### src/rtl/core/ssh_pkg.sv
// Shared types and constants for the staggered Schrodinger stencil half-step.
`timescale 1ns / 1ps
`default_nettype none

package ssh_pkg;

    localparam int SAMPLE_BITS = 32;
    localparam int POS_BITS    = 32;
    localparam int CFG_BITS    = 32;
    localparam int CFG_IDX_W   = 2;

    localparam logic [CFG_BITS-1:0] COUPLING_RESET  = 32'd134217728;
    localparam logic [CFG_BITS-1:0] TIME_STEP_RESET = 32'd13469017;

    // Fixed-point widths of the back-end arithmetic.
    localparam int SQ_W        = 2 * POS_BITS;
    localparam int PROD_W      = CFG_BITS + POS_BITS;
    localparam int VD_SHIFT    = 27;
    localparam int K_W         = PROD_W - VD_SHIFT + 1;
    localparam int KLO_W       = 32;
    localparam int KHI_W       = K_W - KLO_W;
    localparam int LR_SUM_W    = SAMPLE_BITS + 1;
    localparam int LR_PROD_W   = SAMPLE_BITS + 35;
    localparam int CKL_W       = SAMPLE_BITS + KLO_W + 1;
    localparam int CKH_W       = SAMPLE_BITS + KHI_W + 1;
    localparam int ACC_W       = SAMPLE_BITS + 42;
    localparam int FRAC_SHIFT  = 30;

    localparam int FIFO_DEPTH  = 2;
    localparam int FIFO_PTR_W  = (FIFO_DEPTH > 1) ? $clog2(FIFO_DEPTH) : 1;
    localparam int FIFO_CNT_W  = $clog2(FIFO_DEPTH + 1);

    typedef enum logic [CFG_IDX_W-1:0] {
        CFG_UPDATE_REAL = 2'd0,
        CFG_COUPLING    = 2'd1,
        CFG_TIME_STEP   = 2'd2
    } cfg_index_t;

    typedef struct packed {
        logic                update_real;
        logic [CFG_BITS-1:0] coupling_coeff;
        logic [CFG_BITS-1:0] time_step;
    } cfg_t;

    typedef enum logic [1:0] {
        JOB_ZERO,
        JOB_INTERIOR,
        JOB_INTERIOR_LAST
    } job_kind_t;

    typedef struct packed {
        job_kind_t                      kind;
        logic                           done;
        logic signed [SAMPLE_BITS-1:0]  left;
        logic signed [SAMPLE_BITS-1:0]  centre;
        logic signed [SAMPLE_BITS-1:0]  right;
        logic signed [SAMPLE_BITS-1:0]  own;
        logic signed [POS_BITS-1:0]     pos;
    } job_t;

    typedef enum logic [1:0] {
        PH_FIRST,
        PH_SECOND,
        PH_RUN
    } phase_t;

    typedef enum logic [2:0] {
        B_IDLE,
        B_SQUARE,
        B_SCALE,
        B_COEF,
        B_PROD,
        B_SUM,
        B_ACC,
        B_ZERO
    } back_state_t;

endpackage

`default_nettype wire

### src/rtl/core/ssh_front.sv
// Front end: accepts grid points, keeps the three-point window and queues result jobs.
`timescale 1ns / 1ps
`default_nettype none

module ssh_front (
    input  wire logic                                   aclk,
    input  wire logic                                   aresetn,
    input  wire logic                                   s_valid,
    output logic                                        s_ready,
    input  wire logic signed [ssh_pkg::SAMPLE_BITS-1:0] s_own_value,
    input  wire logic signed [ssh_pkg::SAMPLE_BITS-1:0] s_other_value,
    input  wire logic signed [ssh_pkg::POS_BITS-1:0]    s_position,
    input  wire logic                                   s_final_point,
    output logic                                        q_push,
    output ssh_pkg::job_t                               q_job,
    input  wire logic                                   q_ready
);
    import ssh_pkg::*;

    phase_t                        phase_reg, phase_next;
    logic signed [SAMPLE_BITS-1:0] other_prev_two_reg;
    logic signed [SAMPLE_BITS-1:0] other_prev_one_reg;
    logic signed [SAMPLE_BITS-1:0] own_prev_one_reg;
    logic signed [POS_BITS-1:0]    position_prev_one_reg;
    logic                          accept;

    assign s_ready = q_ready;
    assign accept  = s_valid && q_ready;

    always_comb begin
        phase_next = phase_reg;
        if (accept) begin
            unique case (phase_reg)
                PH_FIRST:  phase_next = s_final_point ? PH_FIRST : PH_SECOND;
                PH_SECOND: phase_next = s_final_point ? PH_FIRST : PH_RUN;
                PH_RUN:    phase_next = s_final_point ? PH_FIRST : PH_RUN;
                default:   phase_next = PH_FIRST;
            endcase
        end
    end

    // The second point of a pass waits for its right neighbor and queues nothing, unless it is final.
    always_comb begin
        q_push       = 1'b0;
        q_job.kind   = JOB_ZERO;
        q_job.done   = s_final_point;
        q_job.left   = other_prev_two_reg;
        q_job.centre = other_prev_one_reg;
        q_job.right  = s_other_value;
        q_job.own    = own_prev_one_reg;
        q_job.pos    = position_prev_one_reg;
        unique case (phase_reg)
            PH_FIRST: begin
                q_push = accept;
            end
            PH_SECOND: begin
                q_push = accept && s_final_point;
            end
            PH_RUN: begin
                q_push     = accept;
                q_job.kind = s_final_point ? JOB_INTERIOR_LAST : JOB_INTERIOR;
            end
            default: begin
                q_push = 1'b0;
            end
        endcase
    end

    always_ff @(posedge aclk) begin
        if (!aresetn) begin
            phase_reg             <= PH_FIRST;
            other_prev_two_reg    <= '0;
            other_prev_one_reg    <= '0;
            own_prev_one_reg      <= '0;
            position_prev_one_reg <= '0;
        end else begin
            phase_reg <= phase_next;
            if (accept) begin
                other_prev_two_reg    <= other_prev_one_reg;
                other_prev_one_reg    <= s_other_value;
                own_prev_one_reg      <= s_own_value;
                position_prev_one_reg <= s_position;
            end
        end
    end

endmodule

`default_nettype wire

### config.mk
export PLATFORM = sky130hd
export DESIGN_NAME = ssh_front
export DESIGN_NICKNAME = d
export VERILOG_FILES = /design/src/rtl/core/ssh_pkg.sv /design/src/rtl/core/ssh_front.sv
export SDC_FILE = /design/constraint.sdc
export NUM_CORES = 1
export LEC_CHECK = 0
export BUFFER_PORTS_ARGS = -buffer_cell sky130_fd_sc_hd__buf_4
export CORE_MARGIN = 2
export CORE_UTILIZATION = 26
export CTS_CLUSTER_DIAMETER = 120
export DETAILED_ROUTE_END_ITERATION = 7
export GPL_TIMING_DRIVEN = 0
export PLACE_DENSITY = 0.51
export SYNTH_ARGS = -nofsm -noshare
export SYNTH_HDL_FRONTEND = slang
export SYNTH_SLANG_ARGS = --single-unit
### constraint.sdc
create_clock -name aclk -period 3.3 [get_ports aclk]
set_input_delay 0.66 -clock aclk [delete_from_list [all_inputs] [get_ports aclk]]
set_output_delay 0.66 -clock aclk [all_outputs]
set_load 0.01 [all_outputs]
* Word level (Yosys, flattened, before mapping)
Cells that the tools add are included.
Storage, ports and cells: register bits after elaboration 130, input bits 101, output and inout port bits 165
Cells by class: eq/ne operators 2, muxes and demuxes 6, reductions and logical operators 5
Operators with widths (number):
- $mux W2 | 3
- $pmux W2 S2 | 1
- $reduce_or A2 Y1 | 2
- $eq A2 B1 Y1 const B | 1
- $eq A2 B2 Y1 const B | 1
- $logic_and A1 B1 Y1 | 2
- $logic_not A2 Y1 | 1
- $pmux W1 S2 | 1
- $mux W1 | 1

* Longest topological paths before layout
depth after elaboration 3, mapped depth 5, mapped depth without buffers 4

* Worst setup path before layout
Ideal clock, no wire load.
path kind input to output, from input port q_ready, to output port q_push, arrival 1.423 ns, required time 2.640 ns, slack 1.217 ns, stages on the path 5, path buffers 3, cell sequence buf_4 buf_6 buf_4 nand2_1 nor3_1
Between the ends: word-level cells in the longest chain between the ends 3
Ends and longest elaborated chain:
- from (decl) | line ssh_front.sv:16 | input wire logic q_ready
- $logic_and A1 B1 Y1 * | line ssh_front.sv:28 | assign accept = s_valid && q_ready;
- $logic_and A1 B1 Y1 | line ssh_front.sv:57 | q_push = accept && s_final_point;
- $pmux W1 S2 * | line ssh_front.sv:52 | unique case (phase_reg)
- to (decl) | line ssh_front.sv:14 | output logic q_push,
Every way passes the cells marked *; elsewhere a longest branch is shown, timed or not.

* Worst setup path in the final report
Same ends and word-level chain as after synthesis.

==> results.py <==
metrics = {
    "critical_path": {
        "setup.worst_path.end_class": "primary output",
        "path_max_fanout": 10,
        "crit_buf_inv": 4,
        "start_kind": "input pin",
        "slowest_stage": "buf_4",
        "cpPeakStageDelay_ns": 0.22,
        "worstPathRequired_ns": 2.64,
        "path_cells": "buf_4, buf_6, buf_4, nand2_1, nor3_1, buf_4",
        "critPathMostFrequentCell": "buf_4",
        "path_class": "in -> out",
        "arrival_ns": 1.68,
        "crit_family": "buffers and inverters",
    },
    "clocking": {
        "tritoncts.num_buffers": 17,
        "ctsHoldBuffers": 0,
        "clk_latency_ns": 0.41,
        "post_cts_buffers": 0,
        "cts_sinks": 130,
        "cts_tree": "yes",
        "cts-root-buf": "clkbuf_16",
        "cts_resized": 0,
        "cts_buffer_depth": 2,
        "h-tree-depth": 4,
        "clk_pin_slew_ns": 0.06,
    },
    "logic_synthesis": {
        "synth_warnings": 0,
        "synth_area_leaders": "dfxtp_1 41%, a21bo_1 12%, a21oi_2 11%, nand3_1 10%, a21bo_2 7.9%",
        "yosysMostFrequentCell": "dfxtp_1",
        "synthCells": 638,
        "synthesis.area_um2": 6350,
        "synthArstFlopShare_pct": 0,
        "synth_edf_count": 0,
        "synth.top_cell.area_share_pct": 41.0,
        "synth_top_area_cell": "dfxtp_1",
        "synthesis.nets": 743,
        "synth_common_cells": "130 x dfxtp_1, 128 x nand3_1, 80 x a21oi_2",
        "synth.distinct_cells": 20,
        "avgSynthCellArea_um2": 9.95,
        "synth_ff_type": "dfxtp_1",
        "ys_seq_area_share_pct": 41.0,
        "ys_ff_latch": 130,
    },
    "floorplan": {
        "start_util_pct": 26.3,
        "core-area_um2": 24100,
        "row_count": 57,
        "ios": 266,
        "die_y_um": 160,
        "die_w_um": 160,
        "dieArea_um2": 25700,
    },
    "final_layout": {
        "n_antenna_cell": 0,
        "area_delta_synth_final_pct": 46.7,
        "seq_area_um2": 2600,
        "multiInputGateArea_um2": 2990,
        "nets": 1025,
        "fillers": 2537,
        "drive_gt1_share_pct": 55.5,
    },
    "sta": {
        "worstMarginPinSlew_ns": 0.528,
        "max_freq_ghz": 0.427,
        "rsz0062_at_grt": "false",
        "maxSlewHeadroom_pct": 64.8,
        "finalClockSkew_ns": 0.00512,
        "slew_violations": 0,
        "tns_ns": 0,
        "timing.final.crit_share_pct": 71.0,
        "min_period_ns": 2.34,
        "finalSetupViolations": 0,
        "hold_viol": 0,
        "whs_ns": 0.483,
    },
    "power": {
        "power_density_nw_per_um2": 456,
        "switching_share_pct": 27.2,
        "p_int_uw": 3090,
        "irDropWorstVdd_mv": 0.238,
        "combPwrFrac_pct": 15.4,
        "power_frac_seq_pct": 39.3,
        "power_uw": 4240,
        "leakagePower_uw": 0.00397,
        "p_switching_uw": 1160,
        "pwr-share-clk_pct": 45.3,
    },
    "global_routing": {
        "grt_max_degree": 17,
        "grt.total_usage_pct": 16.3,
        "top_usage_layer": "met2",
        "grt_pass1_wl_mm": 32.7,
        "antenna_found_initial": 0,
        "grtUsageMet3_pct": 4.39,
        "met1_usage_pct": 21.4,
        "grt_pass1_vias": 5719,
        "grt.met2_usage_pct": 26.0,
        "overflow": 0,
    },
    "routing": {
        "post-route-drc-count": 0,
        "dr.pass1.iters": 4,
        "avgRoutedWirePerCell_um": 16.8,
        "vias": 5595,
        "via_per_inst": 4.45,
        "drt_iter0_markers": 179,
        "detail-route-antenna-nets": 0,
        "wirelength_mm": 21.2,
    },
    "placement": {
        "dpl.hpwl_mm": 15.1,
        "io_buffers": 263,
        "place_congestion": 0.738,
    },
    "flow_run": {
        "maxCapViolCount": 0,
    },
    "outcome": {
        "status": "finished, final reports clean",
    },
    "worst_hold_path": {
        "hold_class": "reg -> reg",
    },
}
cell families after synthesis:
kind of cell,count (synthesis),synth area share [%]
AOI/OAI and AO/OA,259,35.4
and+or+nand+nor,135,10.8
DFF,130,41.0
buffers and inverters,109,11.9
adders and majority gates,4,0.789
muxes,1,0.158
layer usage:
layer / part of all wire (%) / vias up
met2: 46 / 179
met3: 6.6 / 18
met1: 46 / 2587
met5: 0 / -
met4: 1.5 / 0
li1: - / 2811
cell type report:
type / instances / share of cell area (%)
well taps: 324 / 4.35
inverters: 3 / 0.121
flip-flops and latches: 130 / 27.9
multi-input cells: 399 / 32.1
clock buffers: 18 / 4.61
clock inverters: 14 / 1.68
repair buffers: 263 / 21.2
plain buffers: 106 / 7.97
metrics by stage:
stage / util, % / cell area (um^2) / worst slack [ns] / std cells
after detailed placement: 36.2 / 8730 / 0.916 / 1225
after global placement: 36.2 / 8730 / 0.914 / 1225
final: 38.6 / 9310 / 0.955 / 1257
after global routing: 38.6 / 9310 / 0.861 / 1257
after floorplan: - / 6350 / 1.22 / 638
after CTS: 38.6 / 9310 / 0.912 / 1257
power by group through the flow:
stage	Clock, uW	Combinational, uW	Sequential, uW
after CTS	1980	665	1670
after global routing	2050	709	1670
after global placement	0	663	1700
after detailed placement	0	663	1700
after floorplan	0	322	1720
final	1920	653	1670
path summary, 6_finish.rpt:
check | startpoint | end | slack (ns) | cells after the start
hold / removal | other_prev_one_reg[27]$_SDFFE_PN0P_ | other_prev_two_reg[27]$_SDFFE_PN0P_ | 0.48 | 2
setup reg to reg | phase_reg[1]$_SDFFE_PN0P_ | phase_reg[1]$_SDFFE_PN0P_ | 2.00 | 4
setup / recovery | q_ready | q_push | 0.96 | 6
hold reg to reg | other_prev_one_reg[27]$_SDFFE_PN0P_ | other_prev_two_reg[27]$_SDFFE_PN0P_ | 0.48 | 2
tightest hold or removal path: stages, from the launching register on:
cell     delay [ns]
dfxtp_1        0.32
nand3_1        0.06
a21oi_1        0.05
placed cells by master (no fill, tap or decap), types with 6 or more instances in the layout:
master / netlist / layout
buf_6: 19 / 19
buf_2: 32 / 32
a21oi_1: 49 / 49
clkbuf_1: 12 / 13
clkbuf_16: 0 / 17
buf_4: 43 / 306
a21oi_2: 80 / 80
a21bo_2: 50 / 50
a21bo_1: 79 / 79
clkinv_4: 0 / 6
dfxtp_1: 130 / 130
nand3_1: 128 / 128
Note: power is estimated with default switching activity, not from simulation.
