`src/rtl/core/ssh_pkg.sv`:
```
// Shared types and constants for the staggered Schrodinger stencil half-step.
`timescale 1ns / 1ps
`default_nettype none

package ssh_pkg;

    localparam int SAMPLE_BITS = 32;
    localparam int POS_BITS    = 32;
    localparam int CFG_BITS    = 32;
    localparam int CFG_IDX_W   = 2;

    localparam logic [CFG_BITS-1:0] COUPLING_RESET  = 32'd134217728;
    localparam logic [CFG_BITS-1:0] TIME_STEP_RESET = 32'd13469017;

    // Fixed-point widths of the back-end arithmetic.
    localparam int SQ_W        = 2 * POS_BITS;
    localparam int PROD_W      = CFG_BITS + POS_BITS;
    localparam int VD_SHIFT    = 27;
    localparam int K_W         = PROD_W - VD_SHIFT + 1;
    localparam int KLO_W       = 32;
    localparam int KHI_W       = K_W - KLO_W;
    localparam int LR_SUM_W    = SAMPLE_BITS + 1;
    localparam int LR_PROD_W   = SAMPLE_BITS + 35;
    localparam int CKL_W       = SAMPLE_BITS + KLO_W + 1;
    localparam int CKH_W       = SAMPLE_BITS + KHI_W + 1;
    localparam int ACC_W       = SAMPLE_BITS + 42;
    localparam int FRAC_SHIFT  = 30;

    localparam int FIFO_DEPTH  = 2;
    localparam int FIFO_PTR_W  = (FIFO_DEPTH > 1) ? $clog2(FIFO_DEPTH) : 1;
    localparam int FIFO_CNT_W  = $clog2(FIFO_DEPTH + 1);

    typedef enum logic [CFG_IDX_W-1:0] {
        CFG_UPDATE_REAL = 2'd0,
        CFG_COUPLING    = 2'd1,
        CFG_TIME_STEP   = 2'd2
    } cfg_index_t;

    typedef struct packed {
        logic                update_real;
        logic [CFG_BITS-1:0] coupling_coeff;
        logic [CFG_BITS-1:0] time_step;
    } cfg_t;

    typedef enum logic [1:0] {
        JOB_ZERO,
        JOB_INTERIOR,
        JOB_INTERIOR_LAST
    } job_kind_t;

    typedef struct packed {
        job_kind_t                      kind;
        logic                           done;
        logic signed [SAMPLE_BITS-1:0]  left;
        logic signed [SAMPLE_BITS-1:0]  centre;
        logic signed [SAMPLE_BITS-1:0]  right;
        logic signed [SAMPLE_BITS-1:0]  own;
        logic signed [POS_BITS-1:0]     pos;
    } job_t;

    typedef enum logic [1:0] {
        PH_FIRST,
        PH_SECOND,
        PH_RUN
    } phase_t;

    typedef enum logic [2:0] {
        B_IDLE,
        B_SQUARE,
        B_SCALE,
        B_COEF,
        B_PROD,
        B_SUM,
        B_ACC,
        B_ZERO
    } back_state_t;

endpackage

`default_nettype wire

```
`src/rtl/core/ssh_fifo.sv`:
```
// Two-entry job queue between the classifying front end and the arithmetic back end.
`timescale 1ns / 1ps
`default_nettype none

module ssh_fifo (
    input  wire logic          aclk,
    input  wire logic          aresetn,
    input  wire logic          push,
    input  wire ssh_pkg::job_t push_job,
    output logic               push_ready,
    output logic               pop_valid,
    output ssh_pkg::job_t      pop_job,
    input  wire logic          pop
);
    import ssh_pkg::*;

    job_t                  entry_reg [FIFO_DEPTH];
    logic [FIFO_PTR_W-1:0] wr_ptr_reg, wr_ptr_next;
    logic [FIFO_PTR_W-1:0] rd_ptr_reg, rd_ptr_next;
    logic [FIFO_CNT_W-1:0] count_reg, count_next;
    logic                  do_push, do_pop;

    assign push_ready = (count_reg != FIFO_CNT_W'(FIFO_DEPTH));
    assign pop_valid  = (count_reg != '0);
    assign pop_job    = entry_reg[rd_ptr_reg];
    assign do_push    = push && push_ready;
    assign do_pop     = pop && pop_valid;

    always_comb begin
        wr_ptr_next = wr_ptr_reg;
        rd_ptr_next = rd_ptr_reg;
        count_next  = count_reg;
        if (do_push) begin
            wr_ptr_next = (wr_ptr_reg == FIFO_PTR_W'(FIFO_DEPTH - 1)) ? '0
                        : wr_ptr_reg + FIFO_PTR_W'(1);
        end
        if (do_pop) begin
            rd_ptr_next = (rd_ptr_reg == FIFO_PTR_W'(FIFO_DEPTH - 1)) ? '0
                        : rd_ptr_reg + FIFO_PTR_W'(1);
        end
        if (do_push && !do_pop) begin
            count_next = count_reg + FIFO_CNT_W'(1);
        end else if (do_pop && !do_push) begin
            count_next = count_reg - FIFO_CNT_W'(1);
        end
    end

    always_ff @(posedge aclk) begin
        if (!aresetn) begin
            wr_ptr_reg <= '0;
            rd_ptr_reg <= '0;
            count_reg  <= '0;
        end else begin
            wr_ptr_reg <= wr_ptr_next;
            rd_ptr_reg <= rd_ptr_next;
            count_reg  <= count_next;
        end
    end

    always_ff @(posedge aclk) begin
        if (do_push) begin
            entry_reg[wr_ptr_reg] <= push_job;
        end
    end

    a_count_bound: assert property (@(posedge aclk) disable iff (!aresetn)
        count_reg <= FIFO_CNT_W'(FIFO_DEPTH))
        else $error("job queue count beyond depth");

    a_push_only_with_room: assert property (@(posedge aclk) disable iff (!aresetn)
        push |-> push_ready)
        else $error("job pushed into a full queue");

    a_pop_only_when_filled: assert property (@(posedge aclk) disable iff (!aresetn)
        pop |-> pop_valid)
        else $error("job popped from an empty queue");

endmodule

`default_nettype wire

```
`config.mk`:
```
export PLATFORM = sky130hd
export DESIGN_NAME = ssh_fifo
export DESIGN_NICKNAME = d
export VERILOG_FILES = /design/src/rtl/core/ssh_pkg.sv /design/src/rtl/core/ssh_fifo.sv
export SDC_FILE = /design/constraint.sdc
export NUM_CORES = 1
export LEC_CHECK = 0
export BUFFER_PORTS_ARGS = -buffer_cell sky130_fd_sc_hd__buf_2
export CAP_MARGIN = 20
export CORE_UTILIZATION = 56
export DETAILED_ROUTE_END_ITERATION = 7
export PLACE_DENSITY = 0.92
export SLEW_MARGIN = 40
export SYNTH_ARGS = -nofsm -noshare
export SYNTH_HDL_FRONTEND = slang
export SYNTH_SLANG_ARGS = --single-unit
```
`constraint.sdc`:
```
create_clock -name aclk -period 14.71 [get_ports aclk]
set_input_delay 2.942 -clock aclk [delete_from_list [all_inputs] [get_ports aclk]]
set_output_delay 2.942 -clock aclk [all_outputs]
set_load 0.03 [all_outputs]
```
; After elaboration in Yosys (flattened, before gate mapping)
; Memories as Yosys holds them, arrays and structs flattened. A register that Yosys moved wholly into a read port is not among the register bits.
; Cells that the tools add are included.
; W data, S select, Z words.
[word_totals]
memories = 1
ramBits = 326
out_inout_bits = 165
reg_bits = 4
[op_classes]
eq_ne = 1
muxes = 8
n_addsub = 4
reduce_logical = 8
[mem_list]
columns = name, depth, width, read_ports, rd_ports_with_merged_regs, write_ports, line_no
row1 = entry_reg, 2, 163, 1, 1, 1, ssh_fifo.sv:17  ; job_t entry_reg [FIFO_DEPTH];
[op_table]
columns = cell, count
row1 = $mux W1, 6
row2 = $logic_and A1 B1 Y1, 4
row3 = $mux W2, 2
row4 = $reduce_bool A2 Y1, 2
row5 = $add A1 B1 Y1 const B, 2
row6 = $add A2 B1 Y2 const B, 1
row7 = $logic_not A1 Y1, 2
row8 = $ne A2 B2 Y1 const B, 1
row9 = $sub A2 B1 Y2 const B, 1

; Depth between registers and ports, before layout
; Gate-level depths: netlist of run 1.
[depth]
depth_word = 6
mapped_depth = 6

; Worst setup path before layout of run 1
; No wires, ideal clock.
[synth_timing]
path_kind = input port to flip-flop
from = in push
to = mem entry_reg[1][0] (netlist name) (enable)
t_arrival_ns = 6.727
n_path_buf = 0
setup_slack_ns = 7.439
cell_stages = 1
path_cell_list = and3_1
[synth_between]
elab_chain_cells = 3
[synth_lines]
columns = element, line_no
row1 = "start, declared", ssh_fifo.sv:8  ; input wire logic push,
row2 = $logic_and A1 B1 Y1, ssh_fifo.sv:26  ; assign do_push = push && push_ready;
row3 = $mux W1, ssh_fifo.sv:61  ; if (do_push) begin
row4 = $mux W1 (not written as such), ssh_fifo.sv:62  ; entry_reg[wr_ptr_reg] <= push_job;
row5 = "end, declared", ssh_fifo.sv:17
; Every way passes these cells.

==> results by group, run 1 <==
Yosys
  – Average cell area after synthesis: 23.12 um^2
  – Complex-gate fraction of the synthesized area: 0.002854
  – Register area share after synthesis: 0.8055
  – Post-synth top area cell: edfxtp_1
  – Synth Instances: 531
  – Post-synthesis adder-cell area fraction: 0.001019
  – Synth top area cells: edfxtp_1 (80%), mux2_4 (8.6%), mux2_2 (8.5%)
  – Post-synthesis net count: 699
  – Mux cell area share after synthesis: 0.1709
  – Yosys top cell area share: 0.7974
  – Syn Std Cell Area: 0.01228 mm^2
  – Yosys warns: 0
  – Unique cell type count in the Yosys netlist: 21
  – Yosys reg bits: 331
  – Largest family of logic cells by synthesized area: multiplexers
  – Xor and xnor fraction of the mapped netlist area: 0.002140
  – Synth Area in Simple Gates: 0.005300

Layout
  – Share of cells above drive strength 1: 0.6055
  – P&R area growth vs syn: 24.62%
  – Net count, final: 1054
  – Largest register FFs: 326
  – Fill cells: 1246
  – Layout Cells excl Fill: 1189
  – Final core utilization: 0.7187

Clock tree
  – TritonCTS clock tree: done
  – CTS sink count: 331
  – Post-CTS Setup Bufs: 0
  – Max Buffers Root-to-Sink: 3
  – Cts repair resizes: 0
  – CTS root buf: clkbuf_16
  – Total CTS buffers: 34
  – H-tree depth: 2
  – Skew-Pair Late Insertion Delay: 490 ps
  – Hold Buf Count CTS: 0
  – Clock transition at the registers of the reported paths: 60 ps

Worst setup path
  – CP arrival: 2490 ps
  – Critical path peak fanout: 76
  – Critical Path Start Type: flip-flop
  – Crit. End Element: primary output
  – WS Path Type: reg2out
  – Critical Path RT: 11770 ps

Routing
  – DR pass1 iterations: 4
  – DRC viols: 0
  – DRT iter0 DRCs: 282
  – Routed wl met3: 2254 um
  – Routed WL: 23950 um
  – Routed len/inst: 20.14 um
  – Via density: 5.292
  – Met2 WL: 12350 um
  – Via count: 6292
  – Highest Signal Layer: met5
  – Final ANT Viol Nets: 0
  – M1 wire length: 8790 um

Timing
  – Worst-margin pin slew: 809.8 ps
  – Fmax: 184.1 MHz
  – Tcrit/Tclk final: 0.3692
  – RSZ-0062 raised after global routing: no
  – Max_slew headroom: 0.4601
  – Number of setup violations in the final report: 0
  – Final Hold Vio Count: 0
  – Setup TNS: 0 ps
  – Max Clock Skew: 17.53 ps
  – Slew Viols, Final: 0
  – Minimum clock period: 5431 ps

Outcome
  – Status: finished, final reports clean

GRT
  – Largest net degree at the start of global routing: 85
  – Vias in the first global route: 6402
  – Total gr overflow: 0
  – GRT Util Overall: 0.2086
  – Initial antenna violation count: 4
  – Global-route wire length before repair: 34500 um

Place
  – DP Cell Count: 1125
  – Final GP Congestion: 0.7603
  – Number of port buffers: 331
  – DP HPWL: 16250 um

Floorplan
  – Core area: 0.02129 mm^2
  – I/O pin count: 332
  – Row cnt: 53
  – Initial Utilization: 0.5767
  – Die area: 0.02252 mm^2
  – Die Span Y: 150.1 um
  – Die W: 150.1 um

Flow run
  – Max Cap Viol: 0

Min path
  – Tightest Hold Check Type: reg2reg

Pwr
  – Static leakage: 5.851 nW
  – VDD IR-drop max: 0.0002208 V
  – Pwr/cell area: 189.6 mW/mm^2
cells in the mapped netlist, drive strengths merged:
cell type	count
edfxtp	326
mux2	163
buf	18
dfxtp	5
and2	4
a21boi	2
o21ai	2
xnor2	2
a21bo	1
and3	1
ha	1
inv	1
nand2b	1
nand3b	1
or2	1
or3	1
xor2	1
layer usage:
metal | up-vias | track usage
met1 | 3099 | 0.2369
met5 | - | 0
met3 | 46 | 0.06463
met4 | 2 | 0.06818
met2 | 299 | 0.3731
li1 | 2846 | -
path summary, 6_finish.rpt:
check / start / end / slack (ps) / cells after the start
max: flip-flop / pop_job[53] / 9280 / 3
min: rd_ptr_reg$_SDFFE_PN0P_ / flip-flop / 610 / 2
max reg2reg: count_reg[0]$_SDFFE_PN0P_ / entry_reg[0][100]$_DFFE_PP_ / 12150 / 4
min reg2reg: rd_ptr_reg$_SDFFE_PN0P_ / flip-flop / 610 / 2
cells in the final DEF, fill, tap and decap left out:
cell type / synthesis / routed
buf_2: 9 / 331
nand3b_1: 1 / 1
o21ai_1: 1 / 1
or2_2: 1 / 1
buf_6: 9 / 3
a21boi_0: 1 / 1
mux2_4: 70 / 70
dfxtp_1: 5 / 4
inv_6: 0 / 3
dfxtp_4: 0 / 1
clkinv_2: 0 / 4
buf_4: 0 / 2
ha_1: 1 / 1
nand2b_4: 1 / 1
mux2_2: 93 / 93
clkinv_1: 0 / 8
edfxtp_1: 326 / 326
a21boi_1: 1 / 1
buf_16: 0 / 1
diode_2: 0 / 4
clkbuf_1: 0 / 7
o21ai_0: 1 / 1
or3_1: 1 / 1
xor2_1: 1 / 1
and2_1: 4 / 4
clkinv_4: 0 / 1
clkbuf_16: 0 / 35
and3_4: 0 / 1
xnor2_1: 2 / 2
bufinv_16: 0 / 3
a21bo_2: 1 / 1
logic make-up (layout without fill, tap and decap cells):
kind of cell / Yosys count / after routing
buf+inv: 19 / 398
fa+ha+maj: 1 / 1
flops: 331 / 331
simple gates: 9 / 9
compound gates: 5 / 5
other cells: 0 / 4
mux: 163 / 163
xor+xnor: 3 / 3
worst max-delay path: stages (launching register included):
cell	delay, ps
dfxtp_4	650
buf_6	630
mux2_2	430
buf_2	180
area by class of cell:
type / instances / area [um^2] / area share
flip-flops and latches: 331 / 9893 / 0.6466
multi-input cells: 181 / 2242 / 0.1465
repair buffers: 337 / 1733 / 0.1133
clock buffers: 42 / 902.1 / 0.05896
well taps: 275 / 344.1 / 0.02249
clock inverters: 18 / 166.4 / 0.01088
diodes: 4 / 10.01 / 0.0006542
inverters: 1 / 8.758 / 0.0005725
stage by stage:
step                      instance area, um^2  setup slack [ps]  hold slack, ps  power, mW
after global placement                  14180              9458           534.2      2.081
after CTS                               15290              9241           608.4      2.927
after floorplan                         12280              7439           512.4      1.900
after global routing                    15290              9170           622.2      3.003
final                                   15300              9279           610.9      2.901
after detailed placement                14220              9732           598.5      2.105
where the power goes:
group | leakage [nW] | internal, mW | switching (mW)
Sequential | 3.09 | 1.18 | 0.0433
Clock | 0.523 | 0.489 | 0.331
Combinational | 2.24 | 0.314 | 0.544
Total | 5.85 | 1.98 | 0.918
(Power assumes the default switching activity.)
==> run 2, diff against run 1 <==
--- a/config.mk
+++ b/config.mk
@@ -5,11 +5,12 @@
 export SDC_FILE = /design/constraint.sdc
 export NUM_CORES = 1
 export LEC_CHECK = 0
+export ABC_AREA = 1
 export BUFFER_PORTS_ARGS = -buffer_cell sky130_fd_sc_hd__buf_2
 export CAP_MARGIN = 20
-export CORE_UTILIZATION = 56
+export CORE_UTILIZATION = 47
 export DETAILED_ROUTE_END_ITERATION = 7
-export PLACE_DENSITY = 0.92
+export PLACE_DENSITY = 0.84
 export SLEW_MARGIN = 40
 export SYNTH_ARGS = -nofsm -noshare
 export SYNTH_HDL_FRONTEND = slang
==> constraint.sdc (replaced) <==
create_clock -name aclk -period 4.6 [get_ports aclk]
set_input_delay 0.92 -clock aclk [delete_from_list [all_inputs] [get_ports aclk]]
set_output_delay 0.92 -clock aclk [all_outputs]
set_load 0.03 [all_outputs]
==> results by group, run 2 <==
Yosys
  – Top post-synthesis cells by count: edfxtp_1 (326), mux2_2 (93), mux2_4 (70)
  – Post-synthesis net count: 712
  – Synth Instances: 544
  – Xor and xnor fraction of the mapped netlist area: 0
  – Register area share after synthesis: 0.8057
  – Mux cell area share after synthesis: 0.1709
  – Complex-gate fraction of the synthesized area: 0.001835
  – Average cell area after synthesis: 22.56 um^2
  – Synth top area cells: edfxtp_1 (80%), mux2_4 (8.6%), mux2_2 (8.5%)
  – Asr flop ratio synth: 0
  – Yosys warns: 0
  – Post-synthesis adder-cell area fraction: 0.001019
  – Largest family of logic cells by synthesized area: multiplexers
  – Cell with the most instances after synthesis: edfxtp_1
  – Top FF cell, synth: edfxtp_1
  – Yosys reg bits: 331
  – Syn Std Cell Area: 0.01227 mm^2
  – Post-synth top area cell: edfxtp_1
  – Post-synth EDFFs: 326
  – Synth Area in Simple Gates: 0.006116
  – Yosys top cell area share: 0.7976
  – Unique cell type count in the Yosys netlist: 15

Routing
  – Final ANT Viol Nets: 0
  – DRC viols: 0
  – Via count: 6214
  – Via density: 4.947
  – Routed len/inst: 18.53 um
  – DRT iter0 DRCs: 365
  – DR pass1 iterations: 4
  – Routed WL: 23270 um

Floorplan
  – Row cnt: 58
  – Die W: 163.6 um
  – Initial Utilization: 0.4833
  – Die Span Y: 163.6 um
  – Die area: 0.02677 mm^2
  – I/O pin count: 332
  – Core area: 0.02540 mm^2

Layout
  – Most frequent cells in the layout: buf_2 (331), edfxtp_1 (326), mux2_2 (93), mux2_4 (70), clkbuf_16 (37)
  – Commonest non-fill, non-tap cell in the layout: buf_2
  – Layout Cells excl Fill: 1256
  – Fill cells: 1859
  – Seq. cell area: 0.009893 mm^2
  – P&R area growth vs syn: 25.80%
  – Multi-input gate area: 0.002223 mm^2
  – Largest register FFs: 326
  – Share of cells above drive strength 1: 0.5935
  – Net count, final: 1068

Clock tree
  – TritonCTS clock tree: done
  – H-tree depth: 2
  – Total CTS buffers: 35
  – Clock transition at the registers of the reported paths: 60 ps
  – Max Buffers Root-to-Sink: 3
  – Hold Buf Count CTS: 0
  – CTS sink count: 331
  – CTS root buf: clkbuf_16
  – Skew-Pair Late Insertion Delay: 500 ps
  – Cts repair resizes: 0
  – Post-CTS Setup Bufs: 0

Timing
  – Max Clock Skew: 10.49 ps
  – Final worst slack: 1327 ps
  – Setup TNS: 0 ps
  – Number of setup violations in the final report: 0
  – Minimum clock period: 3273 ps
  – Final hold slack: 509.1 ps
  – Tcrit/Tclk final: 0.7114
  – RSZ-0062 raised after global routing: no
  – Final Hold Vio Count: 0
  – Max_slew headroom: 0.4823
  – Worst-margin pin slew: 776.5 ps
  – Slew Viols, Final: 0
  – Fmax: 305.6 MHz

Worst setup path
  – Critical Path RT: 3680 ps
  – Critical path peak fanout: 75
  – WS Path Type: reg2out
  – CP arrival: 2350 ps
  – Slowest-stage cell, CP: dfxtp_4
  – Worst path top cell family by delay: flip-flops
  – CP peak stage delay: 770 ps
  – Critical path buffer and inverter count: 2
  – Crit. End Element: primary output
  – Critical Path Start Type: flip-flop
  – Crit-path cells: buf_12 -> mux2_2 -> buf_2

Outcome
  – Status: finished, final reports clean

Min path
  – Tightest Hold Check Type: reg2reg

GRT
  – Vias in the first global route: 6482
  – Total gr overflow: 0
  – GRT met1 Usage: 0.1797
  – GRT Util Overall: 0.1673
  – Global-route wire length before repair: 33790 um
  – Initial antenna violation count: 3
  – GR Util met3: 0.05206
  – Most Crowded Layer GR: met2
  – Grt met2 use: 0.2976
  – Largest net degree at the start of global routing: 90

Flow run
  – Max Cap Viol: 0

Place
  – Final GP Congestion: 0.8061
  – DP Worst Slack: 1832 ps
  – DP Cell Count: 1193
  – Number of port buffers: 331
  – DP HPWL: 15700 um

Pwr
  – VDD IR-drop max: 0.0004657 V
  – Static leakage: 5.907 nW
  – Pwr/cell area: 593.8 mW/mm^2
  – Power, Total: 9.168 mW
-- run 2: area by class of cell --
type,instances,share of cell area
antenna,1,0.0001621
clock inverter,17,0.01061
sequential,331,0.6407
timing repair buffer,337,0.1139
tap,330,0.02674
inverter,8,0.001945
clock buffer,45,0.06191
multi-input combinational,187,0.1440
-- run 2: worst reg2reg max path, delay by kind of cell (launching register included) --
kind | cells | cell delay (ps)
buf+inv | 2 | 670
flops | 1 | 340
simple gates | 3 | 430
-- run 2: per-layer routing --
metal | vias up | part of all wire
met5 | - | 0.00099
met4 | 4 | 0.039
met3 | 65 | 0.080
met2 | 278 | 0.52
met1 | 2996 | 0.36
li1 | 2871 | -
-- run 2: cell families after synthesis --
family | Yosys count
compound gates | 4
buf+inv | 26
fa+ha+maj | 1
mux | 163
simple gates | 19
flops | 331
-- run 2: report_power, final --
part           leakage, nW  total, mW  switching (mW)  internal [mW]
clock                0.541       2.71            1.07           1.64
combinational         2.28       2.49            1.59          0.902
sequential            3.08       3.97           0.148           3.82
-- run 2: through the flow --
step                      instance area (um^2)  utilization
after global placement                   14310       0.5634
after floorplan                          12280            -
after global routing                     15440       0.6079
final                                    15440       0.6079
after detailed placement                 14320       0.5637
after CTS                                15440       0.6078
-- run 2: worst paths after layout --
| path | start | to | slack [ps] | cells after the start |
|---|---|---|---|---|
| max | flip-flop | pop_job[45] | 1330 | 3 |
| min | rd_ptr_reg$_SDFFE_PN0P_ | rd_ptr_reg$_SDFFE_PN0P_ | 510 | 2 |
| max reg2reg | count_reg[0]$_SDFFE_PN0P_ | entry_reg[1][104]$_DFFE_PP_ | 2690 | 5 |
| min reg2reg | rd_ptr_reg$_SDFFE_PN0P_ | rd_ptr_reg$_SDFFE_PN0P_ | 510 | 2 |
